### src/rtl/ftm_pkg.sv
// ---------------------------------------------------------------------------
// ftm_pkg
// Shared types and constants of the flow throughput block: field widths,
// divider geometry, figure slots and register indexes.
// ---------------------------------------------------------------------------
package ftm_pkg;

    // field widths
    localparam int BYTE_W   = 48;
    localparam int SEQ_W    = 32;
    localparam int DUR_W    = 40;
    localparam int RATE_W   = 32;
    localparam int CFG_W    = 32;
    localparam int CFG_IDX_W = 1;

    // numerator is bytes * 8 * scale; a byte sum gains one bit
    localparam int SUM_W     = BYTE_W + 1;
    localparam int RES_SCALE = 1000;
    localparam int BIT_SCALE = 8 * RES_SCALE;
    localparam int NUM_W     = SUM_W + $clog2(BIT_SCALE);

    // one divider cell per quotient bit
    localparam int NUM_STEPS = RATE_W;
    localparam int TOP_W     = NUM_W - NUM_STEPS;

    // register indexes
    localparam logic [CFG_IDX_W-1:0] REG_MIN_RATE = 1'd0;
    localparam logic [CFG_IDX_W-1:0] REG_MAX_RATE = 1'd1;

    // figure carried by a divider beat
    typedef enum logic [1:0] {
        SLOT_SESSION = 2'd0,
        SLOT_PAYLOAD = 2'd1,
        SLOT_TO_UE   = 2'd2,
        SLOT_TO_NET  = 2'd3
    } slot_t;

    // one beat in the divider chain
    typedef struct packed {
        logic              valid;
        slot_t             slot;
        logic              ovf;
        logic              zero;
        logic [DUR_W-1:0]  rem;
        logic [RATE_W-1:0] word;
        logic [DUR_W-1:0]  dur;
    } cell_t;

endpackage

### src/rtl/ftm_counters_if.sv
// ---------------------------------------------------------------------------
// ftm_counters_if
// Channel carrying one flow's per-period counters.
// ---------------------------------------------------------------------------
interface ftm_counters_if;
    import ftm_pkg::*;

    logic             valid;
    logic             ready;
    logic [BYTE_W-1:0] bytes_ue_to_net;
    logic [BYTE_W-1:0] bytes_net_to_ue;
    logic [BYTE_W-1:0] unique_bytes_to_ue;
    logic [BYTE_W-1:0] unique_bytes_to_net;
    logic [SEQ_W-1:0]  expected_seq_to_ue;
    logic [SEQ_W-1:0]  expected_seq_to_net;
    logic [SEQ_W-1:0]  ack_to_ue;
    logic [SEQ_W-1:0]  ack_to_net;
    logic [DUR_W-1:0]  duration_all;
    logic [DUR_W-1:0]  duration_to_ue;
    logic [DUR_W-1:0]  duration_to_net;

    modport source (
        output valid, bytes_ue_to_net, bytes_net_to_ue, unique_bytes_to_ue,
               unique_bytes_to_net, expected_seq_to_ue, expected_seq_to_net,
               ack_to_ue, ack_to_net, duration_all, duration_to_ue, duration_to_net,
        input  ready
    );

    modport sink (
        input  valid, bytes_ue_to_net, bytes_net_to_ue, unique_bytes_to_ue,
               unique_bytes_to_net, expected_seq_to_ue, expected_seq_to_net,
               ack_to_ue, ack_to_net, duration_all, duration_to_ue, duration_to_net,
        output ready
    );

endinterface

### src/rtl/ftm_front.sv
// ---------------------------------------------------------------------------
// ftm_front
// Takes a counters beat, works out the acknowledged byte counts, and issues
// the four numerator/duration pairs one per cycle while the chain advances.
// ---------------------------------------------------------------------------
module ftm_front (
    input  logic           clk,
    input  logic           rst_n,
    input  logic           adv,
    ftm_counters_if.sink   counters,
    output ftm_pkg::cell_t issue
);
    import ftm_pkg::*;

    logic              hold_valid_reg;
    logic              hold_valid_next;
    slot_t             slot_reg;
    slot_t             slot_next;
    logic [SUM_W-1:0]  b_sum_reg;
    logic [SUM_W-1:0]  k_sum_reg;
    logic [BYTE_W-1:0] k_ue_reg;
    logic [BYTE_W-1:0] k_net_reg;
    logic [DUR_W-1:0]  d_all_reg;
    logic [DUR_W-1:0]  d_ue_reg;
    logic [DUR_W-1:0]  d_net_reg;
    cell_t             issue_reg;
    cell_t             issue_next;
    logic              accept;
    logic              fire;
    logic [BYTE_W-1:0] k_ue;
    logic [BYTE_W-1:0] k_net;
    logic [SUM_W-1:0]  sel_bytes;
    logic [DUR_W-1:0]  sel_dur;
    logic [NUM_W-1:0]  num;

    // unique bytes less the unacknowledged span
    function automatic logic [BYTE_W-1:0] acked_bytes(
        input logic [BYTE_W-1:0] uniq,
        input logic [SEQ_W-1:0]  expected,
        input logic [SEQ_W-1:0]  ack
    );
        logic [SEQ_W-1:0] unacked;
        unacked = '0;
        if (expected > ack && expected != '0 && ack != '0)
        begin
            unacked = expected - ack;
        end
        return (uniq > BYTE_W'(unacked)) ? (uniq - BYTE_W'(unacked)) : '0;
    endfunction

    assign fire            = hold_valid_reg && adv;
    assign counters.ready  = !hold_valid_reg || (fire && slot_reg == SLOT_TO_NET);
    assign accept          = counters.valid && counters.ready;
    assign k_ue  = acked_bytes(counters.unique_bytes_to_ue, counters.expected_seq_to_ue,
                               counters.ack_to_ue);
    assign k_net = acked_bytes(counters.unique_bytes_to_net, counters.expected_seq_to_net,
                               counters.ack_to_net);

    // hold register and slot counter
    always_comb
    begin
        hold_valid_next = hold_valid_reg;
        slot_next       = slot_reg;
        if (fire)
        begin
            slot_next = slot_t'(slot_reg + 2'd1);
            if (slot_reg == SLOT_TO_NET)
            begin
                hold_valid_next = 1'b0;
            end
        end
        if (accept)
        begin
            hold_valid_next = 1'b1;
            slot_next       = SLOT_SESSION;
        end
    end

    always_ff @(posedge clk or negedge rst_n)
    begin
        if (!rst_n)
        begin
            hold_valid_reg <= 1'b0;
            slot_reg       <= SLOT_SESSION;
        end
        else
        begin
            hold_valid_reg <= hold_valid_next;
            slot_reg       <= slot_next;
        end
    end

    always_ff @(posedge clk)
    begin
        if (accept)
        begin
            b_sum_reg <= SUM_W'(counters.bytes_ue_to_net) + SUM_W'(counters.bytes_net_to_ue);
            k_sum_reg <= SUM_W'(k_ue) + SUM_W'(k_net);
            k_ue_reg  <= k_ue;
            k_net_reg <= k_net;
            d_all_reg <= counters.duration_all;
            d_ue_reg  <= counters.duration_to_ue;
            d_net_reg <= counters.duration_to_net;
        end
    end

    // operand select and scaling for the current slot
    always_comb
    begin
        case (slot_reg)
            SLOT_SESSION:
            begin
                sel_bytes = b_sum_reg;
                sel_dur   = d_all_reg;
            end
            SLOT_PAYLOAD:
            begin
                sel_bytes = k_sum_reg;
                sel_dur   = d_all_reg;
            end
            SLOT_TO_UE:
            begin
                sel_bytes = SUM_W'(k_ue_reg);
                sel_dur   = d_ue_reg;
            end
            SLOT_TO_NET:
            begin
                sel_bytes = SUM_W'(k_net_reg);
                sel_dur   = d_net_reg;
            end
            default:
            begin
                sel_bytes = '0;
                sel_dur   = '0;
            end
        endcase
        num = NUM_W'(sel_bytes) * NUM_W'(BIT_SCALE);
        issue_next.valid = hold_valid_reg;
        issue_next.slot  = slot_reg;
        issue_next.zero  = (sel_dur == '0);
        issue_next.ovf   = (DUR_W'(num[NUM_W-1:NUM_STEPS]) >= sel_dur);
        issue_next.rem   = DUR_W'(num[NUM_W-1:NUM_STEPS]);
        issue_next.word  = num[NUM_STEPS-1:0];
        issue_next.dur   = sel_dur;
    end

    always_ff @(posedge clk or negedge rst_n)
    begin
        if (!rst_n)
        begin
            issue_reg <= '0;
        end
        else if (adv)
        begin
            issue_reg <= issue_next;
        end
    end

    assign issue = issue_reg;

`ifndef SYNTHESIS
    a_accept_starts: assert property (@(posedge clk) disable iff (!rst_n)
        accept |=> hold_valid_reg && slot_reg == SLOT_SESSION)
        else $error("accepted beat not held at first slot");
    a_no_accept_midway: assert property (@(posedge clk) disable iff (!rst_n)
        hold_valid_reg && slot_reg != SLOT_TO_NET |-> !counters.ready)
        else $error("ready raised before last slot issued");
    a_issue_order: assert property (@(posedge clk) disable iff (!rst_n)
        fire && slot_reg != SLOT_TO_NET |=> hold_valid_reg)
        else $error("hold dropped before all slots issued");
`endif

endmodule

### src/flat_wrapper.sv
// flat-port wrapper written by rule: the top's interface ports become plain ports
module ftm_front_flat import ftm_pkg::*;
  (clk, rst_n, adv, issue, counters_valid, counters_bytes_ue_to_net, counters_bytes_net_to_ue, counters_unique_bytes_to_ue, counters_unique_bytes_to_net, counters_expected_seq_to_ue, counters_expected_seq_to_net, counters_ack_to_ue, counters_ack_to_net, counters_duration_all, counters_duration_to_ue, counters_duration_to_net, counters_ready);
  ftm_counters_if counters_i ();
  input  logic clk;
  input  logic rst_n;
  input  logic adv;
  output ftm_pkg::cell_t issue;
  input wire logic [$bits(counters_i.valid)-1:0] counters_valid;
  input wire logic [$bits(counters_i.bytes_ue_to_net)-1:0] counters_bytes_ue_to_net;
  input wire logic [$bits(counters_i.bytes_net_to_ue)-1:0] counters_bytes_net_to_ue;
  input wire logic [$bits(counters_i.unique_bytes_to_ue)-1:0] counters_unique_bytes_to_ue;
  input wire logic [$bits(counters_i.unique_bytes_to_net)-1:0] counters_unique_bytes_to_net;
  input wire logic [$bits(counters_i.expected_seq_to_ue)-1:0] counters_expected_seq_to_ue;
  input wire logic [$bits(counters_i.expected_seq_to_net)-1:0] counters_expected_seq_to_net;
  input wire logic [$bits(counters_i.ack_to_ue)-1:0] counters_ack_to_ue;
  input wire logic [$bits(counters_i.ack_to_net)-1:0] counters_ack_to_net;
  input wire logic [$bits(counters_i.duration_all)-1:0] counters_duration_all;
  input wire logic [$bits(counters_i.duration_to_ue)-1:0] counters_duration_to_ue;
  input wire logic [$bits(counters_i.duration_to_net)-1:0] counters_duration_to_net;
  output wire logic [$bits(counters_i.ready)-1:0] counters_ready;
  assign counters_i.valid = counters_valid;
  assign counters_i.bytes_ue_to_net = counters_bytes_ue_to_net;
  assign counters_i.bytes_net_to_ue = counters_bytes_net_to_ue;
  assign counters_i.unique_bytes_to_ue = counters_unique_bytes_to_ue;
  assign counters_i.unique_bytes_to_net = counters_unique_bytes_to_net;
  assign counters_i.expected_seq_to_ue = counters_expected_seq_to_ue;
  assign counters_i.expected_seq_to_net = counters_expected_seq_to_net;
  assign counters_i.ack_to_ue = counters_ack_to_ue;
  assign counters_i.ack_to_net = counters_ack_to_net;
  assign counters_i.duration_all = counters_duration_all;
  assign counters_i.duration_to_ue = counters_duration_to_ue;
  assign counters_i.duration_to_net = counters_duration_to_net;
  assign counters_ready = counters_i.ready;
  ftm_front u_core (.clk(clk), .rst_n(rst_n), .adv(adv), .counters(counters_i), .issue(issue));
endmodule
### config.mk
export PLATFORM = sky130hd
export DESIGN_NAME = ftm_front_flat
export DESIGN_NICKNAME = d
export VERILOG_FILES = /design/src/rtl/ftm_pkg.sv /design/src/rtl/ftm_counters_if.sv /design/src/rtl/ftm_front.sv /design/src/flat_wrapper.sv
export SDC_FILE = /design/constraint.sdc
export NUM_CORES = 2
export LEC_CHECK = 0
export BUFFER_PORTS_ARGS = -buffer_cell sky130_fd_sc_hd__clkbuf_2
export CAP_MARGIN = 20
export CORE_UTILIZATION = 23
export CTS_CLUSTER_DIAMETER = 30
export DETAILED_ROUTE_END_ITERATION = 12
export PLACE_DENSITY_LB_ADDON = 0.1
export SLEW_MARGIN = 30
export SYNTH_ARGS = -nofsm -noshare
export SYNTH_HDL_FRONTEND = slang
export SYNTH_SLANG_ARGS = --single-unit
export TNS_END_PERCENT = 10
### constraint.sdc
create_clock -name clk -period 9.1 [get_ports clk]
set_input_delay 1.82 -clock clk [delete_from_list [all_inputs] [get_ports clk]]
set_output_delay 1.82 -clock clk [all_outputs]
set_load 0.02 [all_outputs]
Word-level counts from Yosys, hierarchy flattened. Cells that the tools add are included.

Register bits: 418. Latch bits: 0. RAM bits: 0. ROM bits: 0. Bits of input ports: 444. Output and inout bits: 118. Logic and storage cells: 62. Memories: 0.

$add $sub $neg: 7. Multipliers: 1. Div/mod/pow operators: 0. Order comparisons: 5. Eq/ne operators: 3. Shift-type cells: 0. Multiplexer cells: 11. Bitwise logic cells: 0. Reductions and logical operators: 19.

Operators with widths (count): 49-bit case mux with 4 select lines (1); 32-bit nonzero test (4); 40-bit case mux with 3 select lines (1); 48-bit by 48-bit adder with 49-bit output (2); 48-bit by 32-bit > comparator with 1-bit output (2); 48-bit 2-to-1 mux (2); 48-bit by 32-bit subtractor with 48-bit output (2); 32-bit > comparator (2); 32-bit 2-to-1 mux (2); 32-bit subtractor (2); 49-bit by 7-bit multiplier with 56-bit output (second input constant) (1); 30-bit by 40-bit greater-or-equal comparator with 1-bit output (1); 40-bit zero test (1); 1-bit logical AND (7); 2-bit == test (second input constant) (2); 2-bit 2-to-1 mux (2); 2-bit nonzero test (2); 1-bit 2-to-1 mux (3); 2-bit by 1-bit adder with 2-bit output (second input constant) (1); 2-bit by 1-bit == test with 1-bit output (second input constant) (1); 2-bit zero test (1); 2-bit AND reduction (1); 2-bit OR reduction (1); 1-bit zero test (1); 1-bit logical OR (1).

Logic depth before layout (Yosys ltp).
Depth in word-level cells: 7. Gate-level depth with buffers: 43. Depth with buffers taken out: 40.

Worst setup path after synthesis. Ideal clock, no wire load.

Kind: input-to-reg. Start point: input port adv. End point: register u_core.b_sum_reg[0], enable pin. Arrival time: 9.547 ns. Required time: 8.383 ns. Slack: -1.164 ns. Cell stages on the path: 4. Cells stage by stage: clkbuf_1 nand2_1 nand2_1 and2_1.

Word-level cells in the longest chain between the ends: 4.

RTL lines: from (decl) (RTL line flat_wrapper.sv:7) `input logic adv;`; 1-bit logical AND (RTL line ftm_front.sv:51) `assign fire = hold_valid_reg && adv;`; 1-bit logical AND (RTL line ftm_front.sv:52) `assign counters.ready = !hold_valid_reg || (fire && slot_reg == SLOT_TO_NET);`; 1-bit logical OR (RTL line ftm_front.sv:52); net counters_ready (RTL line flat_wrapper.sv:21) `output wire logic [$bits(counters_i.ready)-1:0] counters_ready;`; 1-bit logical AND (RTL line ftm_front.sv:53) `assign accept = counters.valid && counters.ready;`; net u_core.accept (RTL line ftm_front.sv:28) `logic accept;`; to (signal assigned) (RTL line ftm_front.sv:97) `b_sum_reg <= SUM_W'(counters.bytes_ue_to_net) + SUM_W'(counters.bytes_net_to_ue);`; to (decl) (RTL line ftm_front.sv:19) `logic [SUM_W-1:0] b_sum_reg;`.

The timed path passes the listed nets, and every way through them passes these cells. A chain may end at the register's enable or synchronous reset.

Worst setup path after layout.
Start point: input port counters_expected_seq_to_net[0]. End point: register u_core.k_sum_reg[48] (data pin).

Word-level cells in the longest chain between the ends: 7. Elaborated cells between the ends (all ways): 10.

RTL lines: from (decl) (RTL line flat_wrapper.sv:15) `input wire logic [$bits(counters_i.expected_seq_to_net)-1:0] counters_expected_seq_to_net;`; 32-bit > comparator / 32-bit nonzero test (equally long branches) (RTL line ftm_front.sv:44) `if (expected > ack && expected != '0 && ack != '0)`; 1-bit logical AND (2 in series) (RTL line ftm_front.sv:44); 32-bit 2-to-1 mux (*) (RTL line ftm_front.sv:44); 48-bit by 32-bit subtractor with 48-bit output / 48-bit by 32-bit > comparator with 1-bit output (equally long branches) (RTL line ftm_front.sv:48) `return (uniq > BYTE_W'(unacked)) ? (uniq - BYTE_W'(unacked)) : '0;`; 48-bit 2-to-1 mux (*) (RTL line ftm_front.sv:48); net u_core.k_net[0] (RTL line ftm_front.sv:31) `logic [BYTE_W-1:0] k_net;`; 48-bit by 48-bit adder with 49-bit output (*) (RTL line ftm_front.sv:98) `k_sum_reg <= SUM_W'(k_ue) + SUM_W'(k_net);`; to (signal assigned) (RTL line ftm_front.sv:98); to (decl) (RTL line ftm_front.sv:20) `logic [SUM_W-1:0] k_sum_reg;`.

Mark *: on every way through the listed nets, which the timed path passes. The rest lies on a longest branch.

==> results.toml <==
[status]
status = "finished clean"

[yosys]
synth.area.top_cells = "edfxtp_1 25%, ha_1 12%, fa_1 9.1%"
yosysMostFrequentCell = "a21oi_1"
avgSynthCellArea_sq_um = 9.47
synthArstFlopShare_pct = 24.9
synth_top_area_share_pct = 24.9
synth_commonest_cells = "392 x a21oi_1, 384 x inv_1, 370 x ha_1"
synth_edf_count = 314
synth_flop_cell = "edfxtp_1"
yosys.area.top_type = "edfxtp_1"
synth_cells = 4002
seq_area_frac_synth_pct = 31.7
synth_area_sq_um = 37900
ys_types = 87
yosys_warnings = 0
ys_ff_latch = 418

[grt]
grt_pass1_vias = 35900
grt_max_degree = 162
track_usage_pct = 17.4
grt_pass1_wl_um = 223000
antenna_found_initial = 48
grt_overflow = 0

[worst_setup_path]
rr_worst_depth = 32
cp_common_cell = "a21o_1"
cp_slowest_stage_delay_ns = 0.38
cp_max_fo = 8
critPathKind = "primary input to register"
required_ns = 9.49
worst_path_max_delay_cell = "a221o_1"
start_kind = "primary input"
crit_arrival_ns = 9.46
cp-end-kind = "register"

[die]
rows = 148
die-area_sq_um = 166000
die_y_um = 408
ios = 562
core_sq_um = 163000
die_w_um = 408
start_util_pct = 23.2

[cells_and_area]
fin_area_sq_um = 53700
areaGrowthSynthToFinish_pct = 41.6
largest_reg_flops = 101
fin_cells = 7654
drive_gt1_share_pct = 32.6
layout.nets = 6373
n_fill_cell = 17200

[route]
routedWlPerCell_um = 19.3
wirelength_um = 148000
drt-initial-drc-count = 1550
routed.top_layer = "met5"
wl_met2_um = 66000
drc_errors = 0
met3_length_um = 7980
drtAntennaViolNets = 0
vias = 34200
viasPerCell = 4.47
firstDrtPassIters = 5
wirelength_met1_um = 70100

[clock_tree]
path_clk_slew_ns = 0.04
clkSinkCount = 418
htreeDepth = 3
clk_latency_ns = 0.67
cts.path.max_buffers = 3
cts_hold_buf = 0
cts_tree = "built"
numCtsBuffers = 106
clockRootBuffer = "clkbuf_16"

[timing]
finalCriticalPeriod_ns = 9.07
drv_slew = 0
clock.fmax_ghz = 0.110
max_slew.worst_pin.slew_ns = 0.953
slew_headroom_pct = 36.5
setup_viol = 0
rsz0062_at_grt = "true"
setup_slack_ns = 0.0329
hold_viol = 0
timing.final.crit_share_pct = 99.6
tns_ns = 0
finClkSkew_ns = 0.0203

[place]
numPortBuffers = 545
dp.cells = 7417
post-place-ws_ns = -1.32
dpl-instance-area_sq_um = 49100
dpl.hpwl_um = 125000
place_congestion = 0.875

[worst_hold_path]
holdPathStages = 1
min_path_type = "register to register"

[job]
drv_cap = 0
## cells by family after synthesis
| logic type | Yosys count | share of synthesized area (%) |
|---|---|---|
| XOR/XNOR | 299 | 6.91 |
| AO/OA/AOI/OAI | 1104 | 19.0 |
| other | 1 | 0.00989 |
| multiplexers | 89 | 2.63 |
| adder cells (fa/ha/maj) | 546 | 21.4 |
| flip-flops | 418 | 31.7 |
| AND/OR/NAND/NOR | 1007 | 12.8 |
| buffers and inverters | 538 | 5.52 |
## metal layers
layer,vias to the layer above,global-route usage (%)
met5,-,0
met4,66,4.55
met3,189,3.67
met2,767,28.0
met1,16000,23.6
li1,17200,-
## layout make-up
type / instances / area, sq um / area share, %
Tap cell: 2175 / 2720 / 5.07
Clock buffer: 140 / 2960 / 5.50
Inverter: 386 / 1450 / 2.70
Clock inverter: 59 / 782 / 1.46
Sequential cell: 418 / 12000 / 22.4
Antenna cell: 2 / 5.00 / 0.00932
Timing Repair Buffer: 1412 / 9310 / 17.3
Multi-Input combinational cell: 3062 / 24400 / 45.5
## final timing paths
path                                                 startpoint                              to  slack, ns
worst min register to register     u_core.issue[37]$_DFFE_PN0P_    u_core.issue[37]$_DFFE_PN0P_       0.49
min in group asynchronous                                 rst_n    u_core.issue[31]$_DFFE_PN0P_       1.18
max in group asynchronous                                 rst_n    u_core.issue[97]$_DFFE_PN0P_       6.55
worst max register to register   u_core.slot_reg[1]$_DFFE_PN0P_   u_core.issue[113]$_DFFE_PN0P_       0.42
worst min-delay path               u_core.issue[37]$_DFFE_PN0P_    u_core.issue[37]$_DFFE_PN0P_       0.49
worst max-delay path            counters_expected_seq_to_net[0]  u_core.k_sum_reg[48]$_DFFE_PP_       0.03
## metrics by stage
step / utilization [%] / hold slack (ns)
2_1_floorplan: - / 0.523
3_3_place_gp: 30.1 / 0.469
3_5_place_dp: 30.1 / 0.476
4_1_cts: 32.6 / 0.485
5_1_grt: 32.9 / 0.501
6_report: 32.9 / 0.486
## repair_timing
item	4_1_cts	5_1_grt
gates resized for setup	40	70
setup buffers	22	13
setup endpoints to repair	16	26
cloned	1	0
pin swaps	25	69
## cells in the final DEF (no fill, tap or decap), types with 28 or more instances in the layout
| master | count |
|---|---|
| nand3_1 | 62 |
| nor3_1 | 35 |
| nor4_1 | 46 |
| a21oi_1 | 371 |
| nand2_1 | 292 |
| nor2_1 | 254 |
| fa_1 | 170 |
| o21ai_0 | 129 |
| clkbuf_2 | 542 |
| clkbuf_16 | 110 |
| xor2_1 | 103 |
| nand4_1 | 77 |
| nor2b_1 | 50 |
| a22o_1 | 39 |
| a31oi_1 | 28 |
| buf_4 | 862 |
| o21a_1 | 34 |
| mux2_2 | 85 |
| xnor2_1 | 192 |
| inv_1 | 382 |
| a22oi_1 | 33 |
| o21bai_1 | 39 |
| ha_1 | 357 |
| nand2b_1 | 39 |
| and3_1 | 39 |
| dfrtp_1 | 104 |
| edfxtp_1 | 314 |
| a21o_1 | 212 |
## worst max-delay path, delay by kind of cell
kind	cells	cell delay, ns
buffers and inverters	5	0.53
AO/OA/AOI/OAI	26	5.28
adder cells (fa/ha/maj)	5	1.20
AND/OR/NAND/NOR	6	0.61
Power is left out: the tool's default activity adds up to more than one toggle a clock period on the data nets, which glitch-free logic cannot reach.
