--- src/rtl/ftm_pkg.sv ---
// ---------------------------------------------------------------------------
// ftm_pkg
// Shared types and constants of the flow throughput block: field widths,
// divider geometry, figure slots and register indexes.
// ---------------------------------------------------------------------------
package ftm_pkg;

    // field widths
    localparam int BYTE_W   = 48;
    localparam int SEQ_W    = 32;
    localparam int DUR_W    = 40;
    localparam int RATE_W   = 32;
    localparam int CFG_W    = 32;
    localparam int CFG_IDX_W = 1;

    // numerator is bytes * 8 * scale; a byte sum gains one bit
    localparam int SUM_W     = BYTE_W + 1;
    localparam int RES_SCALE = 1000;
    localparam int BIT_SCALE = 8 * RES_SCALE;
    localparam int NUM_W     = SUM_W + $clog2(BIT_SCALE);

    // one divider cell per quotient bit
    localparam int NUM_STEPS = RATE_W;
    localparam int TOP_W     = NUM_W - NUM_STEPS;

    // register indexes
    localparam logic [CFG_IDX_W-1:0] REG_MIN_RATE = 1'd0;
    localparam logic [CFG_IDX_W-1:0] REG_MAX_RATE = 1'd1;

    // figure carried by a divider beat
    typedef enum logic [1:0] {
        SLOT_SESSION = 2'd0,
        SLOT_PAYLOAD = 2'd1,
        SLOT_TO_UE   = 2'd2,
        SLOT_TO_NET  = 2'd3
    } slot_t;

    // one beat in the divider chain
    typedef struct packed {
        logic              valid;
        slot_t             slot;
        logic              ovf;
        logic              zero;
        logic [DUR_W-1:0]  rem;
        logic [RATE_W-1:0] word;
        logic [DUR_W-1:0]  dur;
    } cell_t;

endpackage

--- src/rtl/ftm_cell.sv ---
// ---------------------------------------------------------------------------
// ftm_cell
// One restoring division step: shifts the next numerator bit into the
// partial remainder and the quotient bit into the word.
// ---------------------------------------------------------------------------
module ftm_cell (
    input  logic           clk,
    input  logic           rst_n,
    input  logic           adv,
    input  ftm_pkg::cell_t d,
    output ftm_pkg::cell_t q
);
    import ftm_pkg::*;

    cell_t              q_reg;
    cell_t              q_next;
    logic [DUR_W:0]     trial;
    logic               ge;

    // trial subtract
    always_comb
    begin
        trial  = {d.rem, d.word[RATE_W-1]};
        ge     = (trial >= {1'b0, d.dur});
        q_next = d;
        q_next.rem  = ge ? DUR_W'(trial - {1'b0, d.dur}) : trial[DUR_W-1:0];
        q_next.word = {d.word[RATE_W-2:0], ge};
    end

    always_ff @(posedge clk or negedge rst_n)
    begin
        if (!rst_n)
        begin
            q_reg <= '0;
        end
        else if (adv)
        begin
            q_reg <= q_next;
        end
    end

    assign q = q_reg;

endmodule

--- config.mk ---
export PLATFORM = sky130hd
export DESIGN_NAME = ftm_cell
export DESIGN_NICKNAME = d
export VERILOG_FILES = /design/src/rtl/ftm_pkg.sv /design/src/rtl/ftm_cell.sv
export SDC_FILE = /design/constraint.sdc
export NUM_CORES = 1
export LEC_CHECK = 0
export ABC_AREA = 1
export ABC_CLOCK_PERIOD_IN_PS = 920
export BUFFER_PORTS_ARGS = -buffer_cell sky130_fd_sc_hd__buf_4
export CAP_MARGIN = 20
export CORE_AREA = 4 4 134 149
export CTS_CLUSTER_DIAMETER = 80
export DETAILED_ROUTE_END_ITERATION = 7
export DIE_AREA = 0 0 138 153
export PLACE_DENSITY = 0.75
export SLEW_MARGIN = 20
export SYNTH_ARGS = -nofsm -noshare
export SYNTH_HDL_FRONTEND = slang
export SYNTH_SLANG_ARGS = --single-unit
--- constraint.sdc ---
create_clock -name clk -period 0.92 [get_ports clk]
set_input_delay 0.138 -clock clk [delete_from_list [all_inputs] [get_ports clk]]
set_output_delay 0.138 -clock clk [all_outputs]
set_load 0.03 [all_outputs]
# After elaboration in Yosys (flattened, before gate mapping)
# Index checks and enable logic that the tools add are counted.
op_classes:
  n_lt_le_gt_ge: 1
  shift: 0
  add_sub_neg: 1
  n_mul: 0
  reduce_logical: 0
  n_bitwise: 0
  n_eq_ne: 0
  n_div: 0
  mux: 1
ops:
  columns: ["operator", "n"]
  rows:
  - ["$ge 41x40->1", 1]
  - ["$mux 40", 1]
  - ["$sub 40x40->40", 1]
word_totals:
  regBits: 117
  ramBits: 0
  latchBits: 0
  in_bits: 120
  mem_count: 0
  mem_bits_ro: 0

# Longest topological paths before layout
# Gate-level depths: netlist of the first run.
logic_depth:
  word_depth: 2
  ltp_mapped: 17

# Least setup slack after synthesis of the first run
# Ideal clock, no wire load.
synth_timing:
  path_kind: "input -> register"
  start: "input d[71] (netlist bit)"
  end: "register q_reg, in the netlist q[104]"
  stages: 15
  required_time_ns: 0.803
  slack_ns: -0.830
  setup_time_ns: 0.117
  arrival_ns: 1.633
  path_cell_list: "inv_1 > ha_1 > fa_1 > inv_1 > nand3_1 > nand3_1 > nand2_1 > nand2_1 > nand2_1 > nand2_1 > nand2_1 > nand3_1 > nand3_1 > nand2_1 > nand2_1"
synth_via:
  elab_chain_cells: 2
synth_rtl:
  columns: ["item", "line_no", "rtl"]
  rows:
  - ["start: declaration", "ftm_cell.sv:10", "input ftm_pkg::cell_t d,"]
  - ["$sub 40x40->40 / $ge 41x40->1 (equally long branches)", "ftm_cell.sv:26, ftm_cell.sv:24", null]
  - ["$mux 40 (*)", "ftm_cell.sv:26", "q_next.rem = ge ? DUR_W'(trial - {1'b0, d.dur}) : trial[DUR_W-1:0];"]
  - ["end signal: assignment", "ftm_cell.sv:38", "q_reg <= q_next;"]
  - ["end: declaration", "ftm_cell.sv:15", "cell_t q_reg;"]
# Every way passes the cells marked *; elsewhere a longest branch is shown, timed or not.
# A chain may end at the register's enable or synchronous reset.

# Worst setup path in the final report of the first run
layout_timing:
  start: "input d[39] (netlist bit)"
  end: "register q_reg, in the netlist q[102]"
layout_via:
  elab_chain_cells: 2
layout_rtl:
  columns: ["item", "line_no", "rtl"]
  rows:
  - ["$ge 41x40->1", "ftm_cell.sv:24", "ge = (trial >= {1'b0, d.dur});"]
  - ["$mux 40", "ftm_cell.sv:26", null]
# No other way between the ends.

==> flow_summary.json, run 1 <==
{
  "outcome": "complete, but fails checks",
  "failed_checks": "setup timing",
  "max_cap_viol_count": 0,
  "worst_hold_path.num_cells": 3,
  "gp_congestion": 0.969,
  "slew_violations": 0,
  "critPathBufInv": 4,
  "clock_skew_ps": 0,
  "timing.final.crit_period_ps": 1570,
  "clock_path_buffers": 2,
  "cts_tree": "yes",
  "cp.required_ps": 1240,
  "min_to": "q[34]",
  "path_clk_slew_ps": 60,
  "setup_slack_ps": -652,
  "die_w_um": 138,
  "synth_warnings": 0,
  "reg2reg_slack_ps": 10,
  "cp.arrival_ps": 1890,
  "cp_slowest_cell": "ha_4",
  "hp-class": "in -> reg",
  "clk_latency_ps": 430,
  "cts-root-buf": "clkbuf_16",
  "setup_violations": 158,
  "numCtsBuffers": 17,
  "ios": 237,
  "ir_drop_mv": 1.25,
  "final-hold-violation-count": 0,
  "crit_path_end_kind": "flip-flop",
  "syn-num-nets": 1424,
  "diodes": 0,
  "fmax_mhz": 636,
  "antenna_found_initial": 0,
  "dieArea_um2": 21100,
  "grt_usage": 0.315,
  "grt_max_degree": 53,
  "critical_path_class": "in -> reg",
  "cts_sinks": 117,
  "p_leak_nw": 8.27,
  "die_y_um": 153,
  "io_buffers": 236,
  "crit_fanout": 6,
  "detail-route-antenna-nets": 0,
  "setup_tns_ps": -45920,
  "r2r-end": "q[51]",
  "timing.hold.ws_ps": 3.09,
  "area_growth_syn_to_layout_pct": 89.6,
  "max-slew-margin-rel": 0.798,
  "wl_per_cell_um": 18.0,
  "drt_wl_total_mm": 37.0,
  "min_from": "d[34]",
  "grt_pass1_vias": 10200,
  "cpLargestDelayFamily": "simple AND/OR/NAND/NOR gates",
  "reg2reg_from": "q[51]",
  "grt_overflow_total": 0,
  "synthDistinctLibCells": 30,
  "slowest_delay_ps": 240,
  "worstMarginPinSlew_ps": 300,
  "preCtsSetupSlack_ps": -1080,
  "yosysSeqAreaShare": 0.359,
  "r2r_cells": 4,
  "placed_cells": 1854,
  "rsz0062_at_grt": "yes",
  "drive_above_1_share": 0.457,
  "drtIter0Drc": 601,
  "fin_cells": 2052,
  "period_share": 1.71,
  "vias_per_cell": 5.06,
  "largest_reg_flops": 117,
  "netlist_area_um2": 8150,
  "synthCells": 1263,
  "grt_pass1_wl_mm": 53.6,
  "initial_core_util": 0.444,
  "drc": 0,
  "cts_max_level": 4,
  "cp-start-kind": "input pin",
  "num-nets-final": 1957,
  "crit_chain": "buf_4 -> inv_1 -> ha_4 -> inv_1 -> nor2_4 -> nand2_2 -> nor2_1 -> nand2_2 -> nand2_2 -> nor2_4 -> nand2_8 -> buf_12 -> nand2_8 -> nand2_1 -> nand2_1 -> nand2_1",
  "core_um2": 18300,
  "rows": 52,
  "dr.pass1.iters": 6,
  "powerDensity_nw_per_um2": 1510,
  "ys_seq_elements": 117,
  "route.vias.total": 10400,
  "avgSynthCellArea_um2": 6.46,
  "dp_hpwl_mm": 23.7
}
logic make-up (layout without fill, tap and decap cells):
group | Yosys count | count (layout) | share of synthesized area
DFF | 117 | 117 | 0.359
AOI/OAI and AO/OA | 81 | 81 | 0.0522
xor gates and xnor gates | 22 | 22 | 0.0236
buffers and inverters | 225 | 770 | 0.110
adders and majority gates | 41 | 41 | 0.0638
and+or+nand+nor | 777 | 778 | 0.391
metal layers:
| metal | track usage | vias up | share of wire |
|---|---|---|---|
| met3 | 0.0553 | 96 | 0.059 |
| li1 | - | 4928 | - |
| met1 | 0.395 | 4949 | 0.40 |
| met4 | 0.128 | 0 | 0.038 |
| met2 | 0.540 | 407 | 0.50 |
| met5 | 0 | - | 0 |
through the flow:
stage               instance area (µm²)  utilization  power, mW
global route                      15500        0.843       24.3
floorplan                          8930            -       10.6
detailed placement                12000        0.655       13.9
global placement                  12000        0.655       13.8
CTS                               14600        0.795       22.2
finish                            15500        0.843       23.4
cells in the final DEF (no fill, tap or decap), types with 2 or more instances in the layout:
cell	n
inv_6	8
o21ai_0	40
clkinv_4	3
xnor2_2	2
nor2_4	15
inv_1	135
nor3_4	2
buf_6	154
xnor2_1	19
nor2_1	47
o21ai_1	5
bufinv_16	2
nand2_1	468
nor2_2	14
inv_12	2
nand3_2	29
a21oi_4	3
nand3b_1	23
inv_4	20
nand2_4	34
ha_4	39
clkbuf_16	18
a21oi_1	13
buf_8	4
buf_4	322
clkinv_2	2
a21oi_2	11
nand3_4	2
nand4_1	5
buf_12	16
nand2_8	4
inv_2	29
dlygate4sd3_1	52
nor3_2	3
nand2_2	81
nand3_1	50
o21bai_1	4
dfrtp_1	117
where the power goes:
| part | internal, mW | total [mW] | switching, mW |
|---|---|---|---|
| Sequential | 5.78 | 6.30 | 0.520 |
| Combinational | 4.78 | 10.1 | 5.34 |
| Clock | 4.06 | 6.95 | 2.90 |
final cells by class:
type | count | area [µm²]
clock inverters | 15 | 168
well taps | 243 | 304
multi-input cells | 922 | 5740
fillers | 1063 | 2890
flip-flops and latches | 117 | 2930
clock buffers | 17 | 425
repair buffers | 550 | 5100
inverters | 188 | 791
cell usage after synthesis:
cell type | number | share of area
a21boi_0 | 2 | 0.0018
ha_1 | 40 | 0.061
inv_1 | 187 | 0.086
nand4_1 | 5 | 0.0038
buf_1 | 5 | 0.0023
nand3_1 | 79 | 0.048
and3_1 | 1 | 0.00077
buf_2 | 2 | 0.0012
buf_6 | 5 | 0.0069
nand2_2 | 6 | 0.0046
fa_1 | 1 | 0.0025
inv_2 | 1 | 0.00046
nor2_2 | 6 | 0.0046
nand2_1 | 580 | 0.27
clkbuf_1 | 21 | 0.0097
o21ai_0 | 46 | 0.028
xor2_1 | 1 | 0.0011
a21oi_1 | 27 | 0.017
nor3_2 | 3 | 0.0037
nand3b_1 | 23 | 0.021
dfrtp_1 | 117 | 0.36
nor2_1 | 69 | 0.032
nor3_1 | 2 | 0.0012
nor2_4 | 1 | 0.0014
nand3_2 | 2 | 0.0025
a21o_1 | 1 | 0.00092
o21bai_1 | 4 | 0.0037
o21a_1 | 1 | 0.00092
xnor2_1 | 21 | 0.023
buf_4 | 4 | 0.0037
worst max-delay path by stage:
stage	start	endpoint	cells past startpoint
after floorplan	d[71]	q[104]	15
after global placement	d[21]	q[102]	16
after detailed placement	d[16]	q[96]	15
after CTS	d[99]	q[100]	15
after global routing	d[8]	q[96]	18
final	d[39]	q[102]	16
worst reg2reg max path, delay by kind of cell, from the launching register on:
kind / cells / cell delay [ps]
buf+inv: 2 / 260
flops: 1 / 410
simple gates: 2 / 120
timing repair:
action / 4_1_cts / 5_1_grt
buffers inserted: 60 / 53
hold buffers: 47 / 5
endpoints found under the hold margin: 163 / 5
gates cloned: 4 / 1
gates resized for setup: 264 / 138
pin swaps: 83 / 61
endpoints found under the setup margin: 158 / 159
No activity file was read; power rests on OpenSTA's default activity.
==> run 2, diff against run 1 <==
Settings changed: GPL_TIMING_DRIVEN set to 0.
==> flow_summary.json, run 2 (same netlist as run 1, synthesis figures left out) <==
{
  "max_cap_viol_count": 0,
  "max-slew-margin-rel": 0.481,
  "slowest_delay_ps": 300,
  "path_clk_slew_ps": 60,
  "crit_path_end_kind": "flip-flop",
  "grt_pass1_wl_mm": 52.1,
  "power_mw": 23.2,
  "grt_overflow_total": 0,
  "cp.required_ps": 1240,
  "powerDensity_nw_per_um2": 1610,
  "multi_input_area_um2": 5680,
  "placed_cells": 1742,
  "die_w_um": 138,
  "route.vias.total": 9900,
  "fin_cells": 1939,
  "cp.arrival_ps": 1910,
  "diodes": 0,
  "setup_slack_ps": -676,
  "detail-route-antenna-nets": 0,
  "core_um2": 18300,
  "final_cell_mix": "481 x nand2_1, 211 x buf_4, 136 x inv_1, 136 x buf_6, 117 x dfrtp_1",
  "vias_per_cell": 5.11,
  "clk_latency_ps": 430,
  "clock_skew_ps": 0,
  "area_growth_syn_to_layout_pct": 76.8,
  "initial_core_util": 0.444,
  "slew_violations": 0,
  "grt_pass1_vias": 9650,
  "clock_path_buffers": 2,
  "p_leak_nw": 7.72,
  "drt_wl_total_mm": 36.6,
  "dr.pass1.iters": 5,
  "preCtsSetupSlack_ps": -1230,
  "crit_chain": "buf_4 -> inv_6 -> ha_4 -> nand2_4 -> inv_2 -> nand2_4 -> nor3_4 -> nand2_4 -> nor2_4 -> nor2_4 -> nand2_8 -> buf_8 -> nand2_1 -> nand3_2 -> nand2_1",
  "antenna_found_initial": 0,
  "cts_tree": "yes",
  "critical_path_class": "in -> reg",
  "cts-root-buf": "clkbuf_16",
  "crit_fanout": 10,
  "setup_violations": 161,
  "layout_commonest_cell": "nand2_1",
  "rows": 52,
  "cp-start-kind": "input pin",
  "wl_per_cell_um": 18.9,
  "grt_usage": 0.311,
  "timing.hold.ws_ps": -395,
  "cp_slowest_cell": "ha_4",
  "ios": 237,
  "rsz0062_at_grt": "yes",
  "ir_drop_mv": 1.37,
  "ff_latch_area_um2": 2930,
  "hp-class": "in -> async",
  "timing.final.crit_period_ps": 1600,
  "fmax_mhz": 626,
  "largest_reg_flops": 117,
  "numCtsBuffers": 17,
  "num-nets-final": 1844,
  "gp_congestion": 0.980,
  "cts_sinks": 117,
  "dp_hpwl_mm": 24.2,
  "cts_max_level": 4,
  "die_y_um": 153,
  "worstMarginPinSlew_ps": 778,
  "outcome": "complete, but fails checks",
  "dieArea_um2": 21100,
  "drtIter0Drc": 576,
  "failed_checks": "hold timing, setup timing",
  "drive_above_1_share": 0.407,
  "final-hold-violation-count": 49,
  "fin_util": 0.786,
  "io_buffers": 235,
  "fill_cells": 1267,
  "period_share": 1.73,
  "cpMostUsedCell": "nand2_4",
  "grt_max_degree": 80,
  "drc": 0
}
run 2: final cells by class:
class | instances | area share
clock inverters | 15 | 0.0148
inverters | 188 | 0.0541
flip-flops and latches | 117 | 0.203
well taps | 243 | 0.0211
clock buffers | 17 | 0.0295
plain buffers | 37 | 0.0210
repair buffers | 401 | 0.263
multi-input cells | 921 | 0.394
run 2: report_power, final:
| part | leakage [nW] | total [mW] | internal (mW) | switching, mW |
|---|---|---|---|---|
| Sequential | 1.42 | 6.29 | 5.78 | 0.508 |
| Clock | 0.308 | 7.54 | 4.61 | 2.93 |
| Combinational | 6.00 | 9.42 | 4.24 | 5.17 |
run 2: path summary, 6_finish.rpt:
check | slack, ps | cells past startpoint | startpoint | end
setup reg to reg | -20 | 4 | q[23] | q[23]
hold / removal | -390 | 1 | rst_n | q[11]
max in group asynchronous | 590 | 2 | rst_n | q[110]
setup / recovery | -680 | 15 | d[19] | q[77]
hold reg to reg | 500 | 2 | q[70] | q[70]
min in group clk | -10 | 3 | d[28] | q[28]
run 2: per-stage QoR:
stage / instance area (µm²) / TNS [ps]
final: 14400 / -47580
after global routing: 14400 / -53050
after CTS: 13700 / -43560
after detailed placement: 11000 / -67440
after global placement: 11000 / -133020
after floorplan: 8930 / -26200
run 2: timing repair:
item                                    in CTS  in global routing
endpoints found under the hold margin       80                 40
cloned                                       2                  2
gates resized for setup                    271                 89
pin swaps                                   51                 74
hold buffers                                42                  2
endpoints found under the setup margin     158                158
buffers inserted                            74                 44
run 2: routing by layer:
layer | wire, µm | vias up | track usage
met5 | 0 | - | 0
met4 | 1130 | 0 | 0.0946
met3 | 2410 | 76 | 0.0575
met2 | 18200 | 435 | 0.541
met1 | 14900 | 4688 | 0.393
li1 | - | 4701 | -
run 2: critical path: cells and delay by family:
family | cells | cell delay [ps]
buffers and inverters | 4 | 390
adders and majority gates | 1 | 300
and+or+nand+nor | 10 | 1070
==> run 3, diff against run 2 <==
Settings changed: CORE_AREA 4 4 134 149 to 4 4 107 186, CTS_BUF_LIST set to sky130_fd_sc_hd__clkbuf_16, DIE_AREA 0 0 138 153 to 0 0 111 190, MAX_ROUTING_LAYER set to met4.
==> flow_summary.json, run 3 (same netlist as run 1, synthesis figures left out) <==
{
  "outcome": "complete, but fails checks",
  "failed_checks": "hold timing, setup timing",
  "grt_overflow_total": 0,
  "slew_violations": 0,
  "p_seq_frac": 0.276,
  "gp_congestion": 0.968,
  "worstMarginPinSlew_ps": 731,
  "max_cap_viol_count": 0,
  "path_clk_slew_ps": 60,
  "area_growth_syn_to_layout_pct": 76.9,
  "num-nets-final": 1846,
  "ios": 237,
  "layout_commonest_cell": "nand2_1",
  "die_w_um": 111,
  "numCtsBuffers": 17,
  "die_y_um": 190,
  "dp_hpwl_mm": 24.3,
  "clk_latency_ps": 440,
  "rows": 66,
  "io_buffers": 235,
  "setup_slack_ps": -655,
  "crit_path_end_kind": "flip-flop",
  "route.vias.total": 9956,
  "fmax_mhz": 635,
  "ir_drop_mv": 1.18,
  "power_switching_mw": 8.30,
  "p_leak_nw": 7.70,
  "fin_util": 0.783,
  "power_frac_comb": 0.413,
  "grt_pass1_wl_mm": 52.9,
  "grt_pass1_vias": 10200,
  "fill_cells": 1249,
  "powerDensity_nw_per_um2": 1580,
  "dpl_cell_area_um2": 11000,
  "placed_cells": 1737,
  "vias_per_cell": 5.15,
  "drc": 0,
  "core_um2": 18400,
  "pwr-share-clk": 0.311,
  "grt_max_degree": 77,
  "drtIter0Drc": 627,
  "cts-root-buf": "clkbuf_16",
  "setup_violations": 160,
  "final_cell_mix": "464 x nand2_1, 205 x buf_4, 144 x inv_1, 144 x buf_6, 117 x dfrtp_1",
  "drive_above_1_share": 0.403,
  "internal_power_mw": 14.5,
  "crit_fanout": 9,
  "timing.hold.ws_ps": -377,
  "diodes": 0,
  "grt_usage": 0.334,
  "dr.pass1.iters": 5,
  "cts_max_level": 4,
  "multi_input_area_um2": 5690,
  "detail-route-antenna-nets": 0,
  "critical_path_class": "in -> reg",
  "hold_buffers": 49,
  "cts_sinks": 117,
  "stdcell_area_um2": 14400,
  "dieArea_um2": 21100,
  "hp-class": "in -> async",
  "cp.required_ps": 1250,
  "clock_path_buffers": 2,
  "fin_cells": 1934,
  "cp.arrival_ps": 1900,
  "p_sw_frac": 0.363,
  "period_share": 1.71,
  "timing.final.crit_period_ps": 1570,
  "final-hold-violation-count": 48,
  "drt_wl_total_mm": 36.6,
  "cp-start-kind": "input pin",
  "clock_skew_ps": 0,
  "antenna_found_initial": 0,
  "largest_reg_flops": 117,
  "wl_per_cell_um": 18.9,
  "cts_tree": "yes",
  "ff_latch_area_um2": 2930,
  "rsz0062_at_grt": "yes",
  "preCtsSetupSlack_ps": -1300,
  "setup_tns_ps": -46740,
  "max-slew-margin-rel": 0.512,
  "power_mw": 22.8,
  "initial_core_util": 0.443
}
-- run 3: cell types whose count changed in the layout (fill, tap and decap cells not counted), sizes merged --
cell	previous run	this run
buf	370	369
clkbuf	41	39
clkinvlp	3	5
dlygate4sd3	44	49
inv	195	191
-- run 3: repair_timing --
item                                    in CTS  in global routing
hold endpoints to repair                    90                 41
pin swaps                                   64                 57
gates cloned                                 3                  1
resized for setup                          242                125
buffers inserted                            64                 52
endpoints found under the setup margin     161                158
-- run 3: area by class of cell --
class	instances	area share
plain buffers	37	0.0221
clock buffers	17	0.0295
clock inverters	13	0.0128
inverters	188	0.0533
multi-input cells	921	0.395
flip-flops and latches	117	0.203
well taps	238	0.0206
repair buffers	403	0.264
-- run 3: routing by layer --
layer	global-route usage	part of all wire
met1	0.325	0.33
met2	0.612	0.55
met3	0.0471	0.044
met4	0.220	0.078
met5	-	0
-- run 3: worst max-delay path: stages --
cell and delay, ps:
buf_4 110, inv_2 80, ha_4 230, nand2_4 90, inv_1 60, nand2_1 70, nand3_1 90, nand2_1 90
nand2_2 70, inv_2 80, nand3_4 90, nand2_4 110, buf_8 160, buf_4 120, nand3_2 50, nand2_1 60
inv_1 70, nand2_2 80, nand2_2 50
-- run 3: path summary, 6_finish.rpt --
path,end,cells past startpoint,from,slack (ps)
worst min register to register,q[57],2,q[57],500
worst min-delay path,q[99],1,rst_n,-380
worst max-delay path,q[110],19,d[20],-650
min in group clk,q[31],3,d[31],-20
worst max register to register,q[6],4,q[6],-10
max in group asynchronous,q[74],2,rst_n,550
-- run 3: power by group through the flow --
stage	registers, mW	clock network (mW)	logic [mW]
after floorplan	7.48	0	3.08
after global placement	6.20	0	6.95
after detailed placement	6.22	0	7.03
after CTS	6.24	7.08	8.58
after global routing	6.35	7.34	10.0
final	6.30	7.10	9.44
